`src/rtl/contact_table_with_aging_macros.svh`:
```
// ---------------------------------------------------------------------------
// Contact table assertion macros
// Shared check shorthands, clocked on clk and held off during reset.
// ---------------------------------------------------------------------------
`ifndef CONTACT_TABLE_WITH_AGING_MACROS_SVH
`define CONTACT_TABLE_WITH_AGING_MACROS_SVH

// Condition that must hold in the same cycle as its trigger
`define CTA_ASSERT_IMPLY(lbl, ante, cons) \
  lbl: assert property (@(posedge clk) disable iff (!rst_n) (ante) |-> (cons)) \
    else $error("contact table check failed");

// Condition that must hold in the cycle after its trigger
`define CTA_ASSERT_NEXT(lbl, ante, cons) \
  lbl: assert property (@(posedge clk) disable iff (!rst_n) (ante) |=> (cons)) \
    else $error("contact table check failed");

`endif

```
`src/rtl/cta_pkg.sv`:
```
// ---------------------------------------------------------------------------
// Contact table package
// Sizes, codes and shared types of the contact table with aging.
// ---------------------------------------------------------------------------
package cta_pkg;

  localparam int CAPACITY  = 16;
  localparam int IDX_W     = (CAPACITY > 1) ? $clog2(CAPACITY) : 1;
  localparam int CNT_W     = $clog2(CAPACITY + 1);
  localparam int CFG_IDX_W = 2;
  localparam int CFG_W     = 32;

  localparam logic [15:0] MIN_PERIOD_MS   = 16'd33;
  localparam logic [31:0] RST_TYPE_MASK   = 32'hFFFF_FFFF;
  localparam logic [15:0] RST_TIMEOUT_MS  = 16'd250;
  localparam logic [15:0] RST_PERIOD_MS   = 16'd250;

  typedef enum logic [1:0] {
    OP_COLLIDE = 2'd0,
    OP_TICK    = 2'd1,
    OP_DELETE  = 2'd2,
    OP_ENABLE  = 2'd3
  } op_t;

  typedef enum logic [2:0] {
    KIND_NONE     = 3'd0,
    KIND_ENTER    = 3'd1,
    KIND_CONTACT  = 3'd2,
    KIND_LEAVE    = 3'd3,
    KIND_ENABLED  = 3'd4,
    KIND_DISABLED = 3'd5,
    KIND_REJECTED = 3'd6
  } kind_t;

  typedef enum logic [CFG_IDX_W-1:0] {
    CFG_TYPE_MASK  = 2'd0,
    CFG_TIMEOUT    = 2'd1,
    CFG_PERIOD     = 2'd2
  } cfg_idx_t;

  typedef enum logic [3:0] {
    ST_IDLE,
    ST_SUM_T,
    ST_SUM_P,
    ST_RD,
    ST_EV,
    ST_CON,
    ST_ADD,
    ST_MARK,
    ST_FIN
  } state_t;

  typedef struct packed {
    logic [15:0] id;
    logic [31:0] expiry;
    logic [31:0] next_contact;
  } entry_t;

  typedef enum logic {
    TU_ADD = 1'b0,
    TU_SUB = 1'b1
  } tu_op_t;

  typedef struct packed {
    tu_op_t      op;
    logic [31:0] a;
    logic [31:0] b;
  } tu_req_t;

  typedef struct packed {
    logic [31:0] sum;
    logic        reached;
  } tu_rsp_t;

endpackage

```
`src/rtl/cta_in_if.sv`:
```
// ---------------------------------------------------------------------------
// Contact table input channel
// Valid/ready channel carrying one event item.
// ---------------------------------------------------------------------------
interface cta_in_if;
  logic        valid;
  logic        ready;
  logic [1:0]  op;
  logic [31:0] now_ms;
  logic [15:0] object_id;
  logic [31:0] object_type;
  logic        enable_value;

  modport source (output valid, output op, output now_ms, output object_id,
                  output object_type, output enable_value, input ready);
  modport sink   (input valid, input op, input now_ms, input object_id,
                  input object_type, input enable_value, output ready);
endinterface

```
`src/rtl/cta_out_if.sv`:
```
// ---------------------------------------------------------------------------
// Contact table result channel
// Valid/ready channel carrying one report.
// ---------------------------------------------------------------------------
interface cta_out_if;
  logic        valid;
  logic        ready;
  logic [2:0]  kind;
  logic [15:0] who;
  logic        last;

  modport source (output valid, output kind, output who, output last, input ready);
  modport sink   (input valid, input kind, input who, input last, output ready);
endinterface

```
`src/rtl/cta_ram.sv`:
```
// ---------------------------------------------------------------------------
// Contact table RAM
// Generic single-write, single-read RAM with registered read data.
// ---------------------------------------------------------------------------
module cta_ram #(
  parameter int WIDTH = 8,
  parameter int DEPTH = 16
) (
  input  logic                                   clk,
  input  logic                                   wr_en,
  input  logic [((DEPTH > 1) ? $clog2(DEPTH) : 1)-1:0] wr_addr,
  input  logic [WIDTH-1:0]                       wr_data,
  input  logic                                   rd_en,
  input  logic [((DEPTH > 1) ? $clog2(DEPTH) : 1)-1:0] rd_addr,
  output logic [WIDTH-1:0]                       rd_data
);

  logic [WIDTH-1:0] mem [DEPTH];

  // Write port
  always_ff @(posedge clk) begin
    if (wr_en) begin
      mem[wr_addr] <= wr_data;
    end
  end

  // Registered read port, holds when not enabled
  always_ff @(posedge clk) begin
    if (rd_en) begin
      rd_data <= mem[rd_addr];
    end
  end

endmodule

```
`src/rtl/cta_time_unit.sv`:
```
// ---------------------------------------------------------------------------
// Contact table time unit
// Shared 32-bit adder: forms deadlines and wrap-safe "time reached" tests.
// ---------------------------------------------------------------------------
module cta_time_unit (
  input  cta_pkg::tu_req_t req,
  output cta_pkg::tu_rsp_t rsp
);
  import cta_pkg::*;

  logic [31:0] b_op;
  logic [31:0] sum;

  // Subtract by adding the complement
  assign b_op = (req.op == TU_SUB) ? ~req.b : req.b;
  assign sum  = req.a + b_op + {31'd0, (req.op == TU_SUB)};

  // A deadline has come when now - deadline lands in the lower half
  assign rsp.sum     = sum;
  assign rsp.reached = ~sum[31];

endmodule

```
`src/rtl/contact_table_with_aging.sv`:
```
// ---------------------------------------------------------------------------
// Contact table with aging
// Tracks objects touching a region, ages them out and reports changes.
// ---------------------------------------------------------------------------
// Usage:
//   in_ch  : event items (collision, tick, delete, set enable), valid/ready.
//   out_ch : reports (kind, who, last); every item yields one or more
//            reports, the final one flagged by last.
//   cfg_*  : write-only registers type_mask, timeout_ms, contact_period_ms;
//            write them only while the block is idle.
// Sequence: the block takes one item at a time. States SUM_T and SUM_P form
//   the new expiry and contact deadlines in the shared 32-bit time unit,
//   then the sequencer walks the entry RAM (one write and one read port):
//   a read state and an event test per entry for collision, delete and
//   disable, plus a contact test for tick (read, expiry test, contact
//   test), and one closing state ends the item.
// Stalls: reports pass through a one-deep pending slot and an output
//   register; while out_ch is stalled the walk pauses at the next report.
// Reset: rst_n (synchronous, active low) empties the table, enables the
//   block and loads the register defaults; no clearing pass is needed.
// ---------------------------------------------------------------------------
`include "contact_table_with_aging_macros.svh"

module contact_table_with_aging (
  input  logic                           clk,
  input  logic                           rst_n,
  cta_in_if.sink                         in_ch,
  cta_out_if.source                      out_ch,
  input  logic                           cfg_we,
  input  logic [cta_pkg::CFG_IDX_W-1:0]  cfg_index,
  input  logic [cta_pkg::CFG_W-1:0]      cfg_data
);
  import cta_pkg::*;

  // Configuration
  logic [31:0] mask_r;
  logic [15:0] timeout_r;
  logic [15:0] period_r;
  logic [15:0] period_used;

  // Control state
  state_t            state_r, state_nxt;
  logic [CNT_W-1:0]  count_r, count_nxt;
  logic              is_on_r, is_on_nxt;
  logic              pend_valid_r, pend_valid_nxt;
  logic              out_valid_r, out_valid_nxt;

  // Item and walk registers
  op_t               op_r, op_nxt;
  logic [31:0]       now_r, now_nxt;
  logic [15:0]       id_r, id_nxt;
  logic [31:0]       type_r, type_nxt;
  logic              en_r, en_nxt;
  logic [31:0]       exp_new_r, exp_new_nxt;
  logic [31:0]       nc_new_r, nc_new_nxt;
  logic [IDX_W-1:0]  rp_r, rp_nxt;
  logic [IDX_W-1:0]  wp_r, wp_nxt;
  logic              found_r, found_nxt;
  kind_t             pend_kind_r, pend_kind_nxt;
  logic [15:0]       pend_who_r, pend_who_nxt;
  kind_t             out_kind_r, out_kind_nxt;
  logic [15:0]       out_who_r, out_who_nxt;
  logic              out_last_r, out_last_nxt;

  // Table RAM and time unit
  logic              wr_en;
  logic [IDX_W-1:0]  wr_addr;
  entry_t            wr_data;
  logic              rd_en;
  logic [IDX_W-1:0]  rd_addr;
  entry_t            rd_data;
  tu_req_t           tu_req;
  tu_rsp_t           tu_rsp;

  // Report production
  logic              prod_req;
  kind_t             prod_kind;
  logic [15:0]       prod_who;
  logic              emit_ok;
  logic              stall;
  logic              out_load;
  logic              in_acc;
  logic              last_row;
  logic              id_hit;
  logic              room;

  cta_ram #(
    .WIDTH ($bits(entry_t)),
    .DEPTH (CAPACITY)
  ) u_table (
    .clk     (clk),
    .wr_en   (wr_en),
    .wr_addr (wr_addr),
    .wr_data (wr_data),
    .rd_en   (rd_en),
    .rd_addr (rd_addr),
    .rd_data (rd_data)
  );

  cta_time_unit u_time (
    .req (tu_req),
    .rsp (tu_rsp)
  );

  // Handshake and walk status
  assign in_ch.ready  = (state_r == ST_IDLE);
  assign in_acc       = in_ch.valid && in_ch.ready;
  assign emit_ok      = !out_valid_r || out_ch.ready;
  assign stall        = prod_req && pend_valid_r && !emit_ok;
  assign last_row     = ((CNT_W'(rp_r) + CNT_W'(1)) == count_r);
  assign id_hit       = (rd_data.id == id_r);
  assign room         = (count_r < CNT_W'(CAPACITY));
  assign period_used  = (period_r < MIN_PERIOD_MS) ? MIN_PERIOD_MS : period_r;

  assign out_ch.valid = out_valid_r;
  assign out_ch.kind  = out_kind_r;
  assign out_ch.who   = out_who_r;
  assign out_ch.last  = out_last_r;

  // Next state
  always_comb begin
    state_nxt = state_r;
    case (state_r)
      ST_IDLE: begin
        if (in_acc) begin
          state_nxt = ST_SUM_T;
        end
      end
      ST_SUM_T: begin
        state_nxt = ST_SUM_P;
      end
      ST_SUM_P: begin
        case (op_r)
          OP_COLLIDE: begin
            if ((type_r & mask_r) == 32'd0) begin
              state_nxt = ST_FIN;
            end else if (count_r == '0) begin
              state_nxt = ST_ADD;
            end else begin
              state_nxt = ST_RD;
            end
          end
          OP_TICK, OP_DELETE: begin
            state_nxt = (count_r == '0) ? ST_FIN : ST_RD;
          end
          OP_ENABLE: begin
            if (is_on_r == en_r) begin
              state_nxt = ST_FIN;
            end else if (en_r || (count_r == '0)) begin
              state_nxt = ST_MARK;
            end else begin
              state_nxt = ST_RD;
            end
          end
          default: state_nxt = ST_FIN;
        endcase
      end
      ST_RD: begin
        state_nxt = ST_EV;
      end
      ST_EV: begin
        if (!stall) begin
          case (op_r)
            OP_COLLIDE: begin
              if (id_hit) begin
                state_nxt = ST_FIN;
              end else begin
                state_nxt = last_row ? ST_ADD : ST_RD;
              end
            end
            OP_TICK: begin
              if (tu_rsp.reached) begin
                state_nxt = last_row ? ST_FIN : ST_RD;
              end else begin
                state_nxt = ST_CON;
              end
            end
            OP_DELETE: begin
              state_nxt = last_row ? ST_FIN : ST_RD;
            end
            OP_ENABLE: begin
              state_nxt = (rp_r == '0) ? ST_MARK : ST_RD;
            end
            default: state_nxt = ST_FIN;
          endcase
        end
      end
      ST_CON: begin
        if (!stall) begin
          state_nxt = last_row ? ST_FIN : ST_RD;
        end
      end
      ST_ADD, ST_MARK: begin
        if (!stall) begin
          state_nxt = ST_FIN;
        end
      end
      ST_FIN: begin
        if (emit_ok) begin
          state_nxt = ST_IDLE;
        end
      end
      default: state_nxt = ST_IDLE;
    endcase
  end

  // Outputs per state: time unit, RAM access, report requests
  always_comb begin
    tu_req    = '{op: TU_ADD, a: now_r, b: 32'd0};
    rd_en     = 1'b0;
    rd_addr   = rp_r;
    wr_en     = 1'b0;
    wr_addr   = wp_r;
    wr_data   = rd_data;
    prod_req  = 1'b0;
    prod_kind = KIND_NONE;
    prod_who  = 16'd0;
    case (state_r)
      ST_SUM_T: begin
        tu_req = '{op: TU_ADD, a: now_r, b: {16'd0, timeout_r}};
      end
      ST_SUM_P: begin
        tu_req = '{op: TU_ADD, a: now_r, b: {16'd0, period_used}};
      end
      ST_RD: begin
        rd_en = 1'b1;
      end
      ST_EV: begin
        tu_req = '{op: TU_SUB, a: now_r, b: rd_data.expiry};
        case (op_r)
          OP_COLLIDE: begin
            // Refresh a known entry in place
            if (id_hit) begin
              wr_en   = 1'b1;
              wr_addr = rp_r;
              wr_data = '{id: rd_data.id, expiry: exp_new_r,
                          next_contact: rd_data.next_contact};
            end
          end
          OP_TICK: begin
            if (tu_rsp.reached) begin
              prod_req  = 1'b1;
              prod_kind = KIND_LEAVE;
              prod_who  = rd_data.id;
            end
          end
          OP_DELETE: begin
            // Compact: keep every row but the first match
            wr_en = !(id_hit && !found_r);
          end
          OP_ENABLE: begin
            prod_req  = 1'b1;
            prod_kind = KIND_LEAVE;
            prod_who  = rd_data.id;
          end
          default: ;
        endcase
      end
      ST_CON: begin
        tu_req = '{op: TU_SUB, a: now_r, b: rd_data.next_contact};
        wr_en  = !stall;
        if (tu_rsp.reached) begin
          prod_req  = 1'b1;
          prod_kind = KIND_CONTACT;
          prod_who  = rd_data.id;
          wr_data   = '{id: rd_data.id, expiry: rd_data.expiry,
                        next_contact: nc_new_r};
        end
      end
      ST_ADD: begin
        prod_req = 1'b1;
        prod_who = id_r;
        if (room) begin
          prod_kind = KIND_ENTER;
          wr_en     = !stall;
          wr_addr   = count_r[IDX_W-1:0];
          wr_data   = '{id: id_r, expiry: exp_new_r, next_contact: nc_new_r};
        end else begin
          prod_kind = KIND_REJECTED;
        end
      end
      ST_MARK: begin
        prod_req  = 1'b1;
        prod_kind = is_on_r ? KIND_ENABLED : KIND_DISABLED;
      end
      default: ;
    endcase
  end

  // Datapath next values
  always_comb begin
    count_nxt      = count_r;
    is_on_nxt      = is_on_r;
    op_nxt         = op_r;
    now_nxt        = now_r;
    id_nxt         = id_r;
    type_nxt       = type_r;
    en_nxt         = en_r;
    exp_new_nxt    = exp_new_r;
    nc_new_nxt     = nc_new_r;
    rp_nxt         = rp_r;
    wp_nxt         = wp_r;
    found_nxt      = found_r;
    pend_valid_nxt = pend_valid_r;
    pend_kind_nxt  = pend_kind_r;
    pend_who_nxt   = pend_who_r;
    out_load       = 1'b0;
    out_kind_nxt   = out_kind_r;
    out_who_nxt    = out_who_r;
    out_last_nxt   = out_last_r;

    case (state_r)
      ST_IDLE: begin
        if (in_acc) begin
          op_nxt   = op_t'(in_ch.op);
          now_nxt  = in_ch.now_ms;
          id_nxt   = in_ch.object_id;
          type_nxt = in_ch.object_type;
          en_nxt   = in_ch.enable_value;
        end
      end
      ST_SUM_T: begin
        exp_new_nxt = tu_rsp.sum;
      end
      ST_SUM_P: begin
        nc_new_nxt = tu_rsp.sum;
        rp_nxt     = '0;
        wp_nxt     = '0;
        found_nxt  = 1'b0;
        if ((op_r == OP_ENABLE) && (is_on_r != en_r)) begin
          is_on_nxt = en_r;
          // Flush walks from the last entry down
          rp_nxt    = IDX_W'(count_r - CNT_W'(1));
        end
      end
      ST_EV: begin
        if (!stall) begin
          case (op_r)
            OP_COLLIDE: begin
              rp_nxt = rp_r + IDX_W'(1);
            end
            OP_TICK: begin
              if (tu_rsp.reached) begin
                rp_nxt = rp_r + IDX_W'(1);
                if (last_row) begin
                  count_nxt = CNT_W'(wp_r);
                end
              end
            end
            OP_DELETE: begin
              rp_nxt = rp_r + IDX_W'(1);
              if (id_hit && !found_r) begin
                found_nxt = 1'b1;
                if (last_row) begin
                  count_nxt = CNT_W'(wp_r);
                end
              end else begin
                wp_nxt = wp_r + IDX_W'(1);
                if (last_row) begin
                  count_nxt = CNT_W'(wp_r) + CNT_W'(1);
                end
              end
            end
            OP_ENABLE: begin
              rp_nxt    = rp_r - IDX_W'(1);
              count_nxt = count_r - CNT_W'(1);
            end
            default: ;
          endcase
        end
      end
      ST_CON: begin
        if (!stall) begin
          rp_nxt = rp_r + IDX_W'(1);
          wp_nxt = wp_r + IDX_W'(1);
          if (last_row) begin
            count_nxt = CNT_W'(wp_r) + CNT_W'(1);
          end
        end
      end
      ST_ADD: begin
        if (!stall && room) begin
          count_nxt = count_r + CNT_W'(1);
        end
      end
      ST_FIN: begin
        // Close the item: the pending report, or a none report, goes out last
        if (emit_ok) begin
          out_load       = 1'b1;
          out_kind_nxt   = pend_valid_r ? pend_kind_r : KIND_NONE;
          out_who_nxt    = pend_valid_r ? pend_who_r : 16'd0;
          out_last_nxt   = 1'b1;
          pend_valid_nxt = 1'b0;
        end
      end
      default: ;
    endcase

    // Push a new report into the pending slot, moving the older one out
    if (prod_req && !stall) begin
      if (pend_valid_r) begin
        out_load     = 1'b1;
        out_kind_nxt = pend_kind_r;
        out_who_nxt  = pend_who_r;
        out_last_nxt = 1'b0;
      end
      pend_valid_nxt = 1'b1;
      pend_kind_nxt  = prod_kind;
      pend_who_nxt   = prod_who;
    end
  end

  assign out_valid_nxt = out_load || (out_valid_r && !out_ch.ready);

  // Control registers
  always_ff @(posedge clk) begin
    if (!rst_n) begin
      state_r      <= ST_IDLE;
      count_r      <= '0;
      is_on_r      <= 1'b1;
      pend_valid_r <= 1'b0;
      out_valid_r  <= 1'b0;
      mask_r       <= RST_TYPE_MASK;
      timeout_r    <= RST_TIMEOUT_MS;
      period_r     <= RST_PERIOD_MS;
    end else begin
      state_r      <= state_nxt;
      count_r      <= count_nxt;
      is_on_r      <= is_on_nxt;
      pend_valid_r <= pend_valid_nxt;
      out_valid_r  <= out_valid_nxt;
      if (cfg_we) begin
        case (cfg_idx_t'(cfg_index))
          CFG_TYPE_MASK: mask_r    <= cfg_data[31:0];
          CFG_TIMEOUT:   timeout_r <= cfg_data[15:0];
          CFG_PERIOD:    period_r  <= cfg_data[15:0];
          default: ;
        endcase
      end
    end
  end

  // Payload registers
  always_ff @(posedge clk) begin
    op_r        <= op_nxt;
    now_r       <= now_nxt;
    id_r        <= id_nxt;
    type_r      <= type_nxt;
    en_r        <= en_nxt;
    exp_new_r   <= exp_new_nxt;
    nc_new_r    <= nc_new_nxt;
    rp_r        <= rp_nxt;
    wp_r        <= wp_nxt;
    found_r     <= found_nxt;
    pend_kind_r <= pend_kind_nxt;
    pend_who_r  <= pend_who_nxt;
    out_kind_r  <= out_kind_nxt;
    out_who_r   <= out_who_nxt;
    out_last_r  <= out_last_nxt;
  end

  // Checks
  `CTA_ASSERT_IMPLY(a_idle_no_pending, in_ch.ready, !pend_valid_r)
  `CTA_ASSERT_IMPLY(a_load_when_free, out_load, emit_ok)
  `CTA_ASSERT_NEXT(a_fin_closes, (state_r == ST_FIN) && emit_ok, out_valid_r && out_last_r)
  `CTA_ASSERT_IMPLY(a_count_bound, 1'b1, count_r <= CNT_W'(CAPACITY))

endmodule

```
`src/flat_wrapper.sv`:
```
// flat-port wrapper written by rule: the top's interface ports become plain ports
module contact_table_with_aging_flat import cta_pkg::*;
  (clk, rst_n, cfg_we, cfg_index, cfg_data, in_ch_valid, in_ch_op, in_ch_now_ms, in_ch_object_id, in_ch_object_type, in_ch_enable_value, in_ch_ready, out_ch_valid, out_ch_kind, out_ch_who, out_ch_last, out_ch_ready);
  cta_in_if in_ch_i ();
  cta_out_if out_ch_i ();
  input  logic clk;
  input  logic rst_n;
  input  logic cfg_we;
  input  logic [cta_pkg::CFG_IDX_W-1:0] cfg_index;
  input  logic [cta_pkg::CFG_W-1:0] cfg_data;
  input wire logic [$bits(in_ch_i.valid)-1:0] in_ch_valid;
  input wire logic [$bits(in_ch_i.op)-1:0] in_ch_op;
  input wire logic [$bits(in_ch_i.now_ms)-1:0] in_ch_now_ms;
  input wire logic [$bits(in_ch_i.object_id)-1:0] in_ch_object_id;
  input wire logic [$bits(in_ch_i.object_type)-1:0] in_ch_object_type;
  input wire logic [$bits(in_ch_i.enable_value)-1:0] in_ch_enable_value;
  output wire logic [$bits(in_ch_i.ready)-1:0] in_ch_ready;
  output wire logic [$bits(out_ch_i.valid)-1:0] out_ch_valid;
  output wire logic [$bits(out_ch_i.kind)-1:0] out_ch_kind;
  output wire logic [$bits(out_ch_i.who)-1:0] out_ch_who;
  output wire logic [$bits(out_ch_i.last)-1:0] out_ch_last;
  input wire logic [$bits(out_ch_i.ready)-1:0] out_ch_ready;
  assign in_ch_i.valid = in_ch_valid;
  assign in_ch_i.op = in_ch_op;
  assign in_ch_i.now_ms = in_ch_now_ms;
  assign in_ch_i.object_id = in_ch_object_id;
  assign in_ch_i.object_type = in_ch_object_type;
  assign in_ch_i.enable_value = in_ch_enable_value;
  assign in_ch_ready = in_ch_i.ready;
  assign out_ch_valid = out_ch_i.valid;
  assign out_ch_kind = out_ch_i.kind;
  assign out_ch_who = out_ch_i.who;
  assign out_ch_last = out_ch_i.last;
  assign out_ch_i.ready = out_ch_ready;
  contact_table_with_aging u_core (.clk(clk), .rst_n(rst_n), .in_ch(in_ch_i), .out_ch(out_ch_i), .cfg_we(cfg_we), .cfg_index(cfg_index), .cfg_data(cfg_data));
endmodule
```
`config.mk`:
```
export PLATFORM = sky130hd
export DESIGN_NAME = contact_table_with_aging_flat
export DESIGN_NICKNAME = d
export VERILOG_FILES = /design/src/rtl/cta_pkg.sv /design/src/rtl/cta_in_if.sv /design/src/rtl/cta_out_if.sv /design/src/rtl/cta_ram.sv /design/src/rtl/cta_time_unit.sv /design/src/rtl/contact_table_with_aging.sv /design/src/flat_wrapper.sv
export VERILOG_INCLUDE_DIRS = /design/src /design/src/rtl
export SDC_FILE = /design/constraint.sdc
export NUM_CORES = 2
export LEC_CHECK = 0
export ABC_AREA = 1
export BUFFER_PORTS_ARGS = -buffer_cell sky130_fd_sc_hd__buf_2
export CAP_MARGIN = 0
export CELL_PAD_IN_SITES_DETAIL_PLACEMENT = 1
export CELL_PAD_IN_SITES_GLOBAL_PLACEMENT = 1
export CORE_MARGIN = 5
export CORE_UTILIZATION = 50
export DETAILED_ROUTE_END_ITERATION = 7
export PLACE_DENSITY = 0.85
export SYNTH_ARGS = -nofsm -noshare
export SYNTH_HDL_FRONTEND = slang
export SYNTH_SLANG_ARGS = --single-unit
export TNS_END_PERCENT = 50
```
`constraint.sdc`:
```
create_clock -name clk -period 21.4 [get_ports clk]
set_input_delay 3.21 -clock clk [delete_from_list [all_inputs] [get_ports clk]]
set_output_delay 3.21 -clock clk [all_outputs]
set_load 0.02 [all_outputs]
```
==> flow_metrics.env <==
export IMPL_status="complete, but fails checks"
export IMPL_failed_checks="design-rule violations, max-capacitance violations, max-slew violations"
export IMPL_synth_top_family_by_area="compound AO/OA/AOI/OAI gates"
export IMPL_period_share=0.364
export IMPL_rsz0062_at_grt="no"
export IMPL_tightest_slew_ns=1.52
export IMPL_synth_cell_type_count=57
export IMPL_die_w_microns=373
export IMPL_cts_max_level=4
export IMPL_clkTransAtPathRegs_ns=0.06
export IMPL_clock_skew_ns=0.0476
export IMPL_fin_area_sq_um=73700
export IMPL_clockBufferDepth=3
export IMPL_setup_viol=0
export IMPL_io_buffer_count=143
export IMPL_dp_hpwl_microns=128000
export IMPL_slew_viol_final=51
export IMPL_syn_nets=5405
export IMPL_power_density_nw_per_um2=127
export IMPL_pre_cts_slack_ns=13.85
export IMPL_drive_gt1_frac=0.103
export IMPL_vias=47800
export IMPL_p_int_mw=6.02
export IMPL_die_h_microns=373
export IMPL_root_buffer="clkbuf_16"
export IMPL_nets=5490
export IMPL_wl_microns=219000
export IMPL_synthAdderAreaFrac=0.00828
export IMPL_dr_pass1_iters=8
export IMPL_yosys_area_share_simple=0.101
export IMPL_maxCapViolations=4
export IMPL_p_sw_frac=0.359
export IMPL_vdd_drop_max_v=0.000105
export IMPL_post_cts_setup_buffers=0
export IMPL_synthFlopType="edfxtp_1"
export IMPL_ios=144
export IMPL_synth_compound_area_frac=0.127
export IMPL_start_util=0.502
export IMPL_path_cells="nor2_1 -> nand2_2 -> clkinv_1 -> a211oi_1 -> ha_1 -> a21oi_1 -> inv_1 -> a31oi_1 -> nand2_1 -> nand3_1 -> o311ai_0 -> a21oi_1 -> nand3_4 -> nand3_4 -> nand2_4 -> nand2_4 -> nand2_4 -> nand2_2 -> o21ai_2 -> o211ai_2 -> nand2_2 -> nor2_4 -> buf_4 -> buf_4"
export IMPL_p_clk_frac=0.298
export IMPL_cp_slowest_stage_delay_ns=1.01
export IMPL_core_sq_um=131000
export IMPL_dr_first_iter_drc_count=7143
export IMPL_synth_area_per_cell_sq_um=12.6
export IMPL_yosysWarnings=0
export IMPL_final_hold_violation_count=0
export IMPL_netlist_area_sq_um=65900
export IMPL_area_growth_pct=11.9
export IMPL_finalCriticalPeriod_ns=7.80
export IMPL_cts_resized=0
export IMPL_grt_pass1_wl_microns=321000
export IMPL_max_freq_mhz=128
export IMPL_p_switching_mw=3.37
export IMPL_antenna_found_initial=23
export IMPL_grtUsageTotal=0.305
export IMPL_cts_sinks=1631
export IMPL_overflow=0
export IMPL_cts_tree="done"
export IMPL_grt_start_max_net_pins=194
export IMPL_row_count=133
export IMPL_synth_seq_cells=1631
export IMPL_ys_seq_area_frac=0.729
export IMPL_crit_required_ns=21.85
export IMPL_hold_path_class="reg2reg"
export IMPL_placed_area_sq_um=68600
export IMPL_path_class="reg2reg"
export IMPL_grt_pass1_vias=49000
export IMPL_dieArea_sq_um=139000
export IMPL_maxSlewHeadroom=-0.0210
export IMPL_p_comb_frac=0.274
export IMPL_synth_edf_count=1535
export IMPL_slowest_stage="clkinv_1"
export IMPL_drc_errors=1
export IMPL_cts_made_buffers=162
export IMPL_p_leak_nw=24.6
export IMPL_critPathMaxFanout=32
export IMPL_fin_setup_tns_ns=0
export IMPL_routedWlPerCell_microns=30.4
export IMPL_vias_per_cell=6.62
export IMPL_end_kind="flop"
export IMPL_synthXorXnorAreaFrac=0.00638
export IMPL_cp_data_arrival_time_ns=8.25
export IMPL_async_flop_share=0
export IMPL_start_kind="flop"
export IMPL_setup_slack_ns=13.60
export IMPL_netlist_instances=5240
export IMPL_muxShareOfSynthArea=0
export IMPL_ant_nets=0
export IMPL_clock_latency_ns=0.82
export IMPL_postCtsHoldBufs=0
export IMPL_routabilityCongestion=0.910
export IMPL_seq_power_share=0.428
-- stage by stage --
step / cells / util / hold WS [ns] / power (mW)
floorplan: 5240 / - / 0.429 / 5.47
CTS: 7208 / 0.562 / 0.479 / 9.29
global placement: 6915 / 0.523 / 0.456 / 6.32
detailed placement: 6915 / 0.523 / 0.462 / 6.47
global route: 7210 / 0.562 / 0.501 / 9.68
finish: 7216 / 0.562 / 0.478 / 9.39
-- cell usage after synthesis (all sizes together) (23+ instances only) --
| library cell | instances | area [sq um] |
|---|---|---|
| nor2 | 829 | 3150 |
| a22oi | 34 | 255 |
| o21ai | 771 | 3870 |
| nand3 | 238 | 1230 |
| nand2 | 531 | 2100 |
| xnor2 | 23 | 201 |
| o211ai | 82 | 621 |
| o221ai | 121 | 1060 |
| buf | 28 | 128 |
| xor2 | 25 | 219 |
| dfxtp | 96 | 1920 |
| clkbuf | 308 | 1160 |
| a21oi | 53 | 273 |
| ha | 42 | 526 |
| o22ai | 254 | 1590 |
| inv | 151 | 567 |
| edfxtp | 1535 | 46100 |
-- final timing paths --
kind	startpoint	endpoint	slack (ns)	cells after the start
max	u_core.state_r[0]	u_core.u_table.mem[6][9]	13.60	24
min	u_core.mask_r[7]	u_core.mask_r[7]	0.48	2
max reg2reg	u_core.state_r[0]	u_core.u_table.mem[6][9]	13.60	24
min reg2reg	u_core.mask_r[7]	u_core.mask_r[7]	0.48	2
-- placed cells by master, fill, tap and decap left out, types with 5 or more instances in the layout --
cell	count
inv_1	140
nor2_1	802
dfxtp_1	96
nand4_1	10
o211ai_1	81
nand2_4	9
edfxtp_1	1535
nor4_1	5
xor2_1	25
o21ai_1	30
nand3_1	234
ha_1	42
a211oi_1	20
a31oi_1	10
nand2_1	504
o311ai_0	13
inv_2	9
clkinv_1	44
o221ai_1	121
nor3_1	6
buf_4	111
nand2_2	18
a22o_1	9
clkbuf_16	165
buf_2	143
or2_2	5
xnor2_1	23
bufinv_16	8
a21oi_1	51
o22ai_1	251
clkbuf_1	36
clkinv_2	29
a22oi_1	34
o21ai_0	735
a221oi_1	6
diode_2	7
o21ai_2	6
nor2_4	24
-- registers in the layout, indices dropped and copies added (netlist names), 32 cells and up --
name                    flops
u_core.exp_new_r           32
u_core.mask_r              32
u_core.nc_new_r            32
u_core.now_r               32
u_core.type_r              32
u_core.u_table.mem       1280
u_core.u_table.rd_data     80
-- final cells by class --
cell class	instances	area (sq um)
fill	13000	57400
antenna	7	17.5
timing repair buffer	257	1610
clock buffer	203	4290
clock inverter	90	787
sequential	1631	48000
inverter	157	607
multi-input combinational	3116	16200
tap	1755	2200
-- logic make-up (layout without fill, tap and decap cells) --
family	count (synthesis)	in the layout
AOI/OAI and AO/OA	1398	1398
xor gates and xnor gates	48	48
adders and majority gates	43	43
buffers and inverters	493	707
DFF	1631	1631
other	0	7
and+or+nand+nor	1627	1627
-- worst max-delay path, delay by kind of cell, from the launching register on --
family	cells	cell delay (ns)
fa+ha+maj	1	0.35
compound gates	7	1.70
buf+inv	4	2.33
flops	1	0.47
simple gates	12	2.52
-- power by group through the flow --
| stage | sequential [mW] | clock, mW | combinational (mW) |
|---|---|---|---|
| after floorplan | 4.04 | 0 | 1.43 |
| after global placement | 4.06 | 0 | 2.26 |
| after detailed placement | 4.07 | 0 | 2.39 |
| after CTS | 4.01 | 2.80 | 2.47 |
| after global routing | 4.03 | 2.97 | 2.69 |
| final | 4.02 | 2.79 | 2.57 |
-- metal layers --
| metal | GRT usage | wire length, microns | part of all wire | up-vias |
|---|---|---|---|---|
| met2 | 0.485 | 103000 | 0.47 | 3547 |
| met4 | 0.111 | 8160 | 0.037 | 14 |
| met1 | 0.393 | 79000 | 0.36 | 24000 |
| li1 | - | - | - | 19600 |
| met5 | 0 | 94 | 0.00043 | - |
| met3 | 0.101 | 29500 | 0.13 | 645 |
No activity file was read; power rests on OpenSTA's default activity.
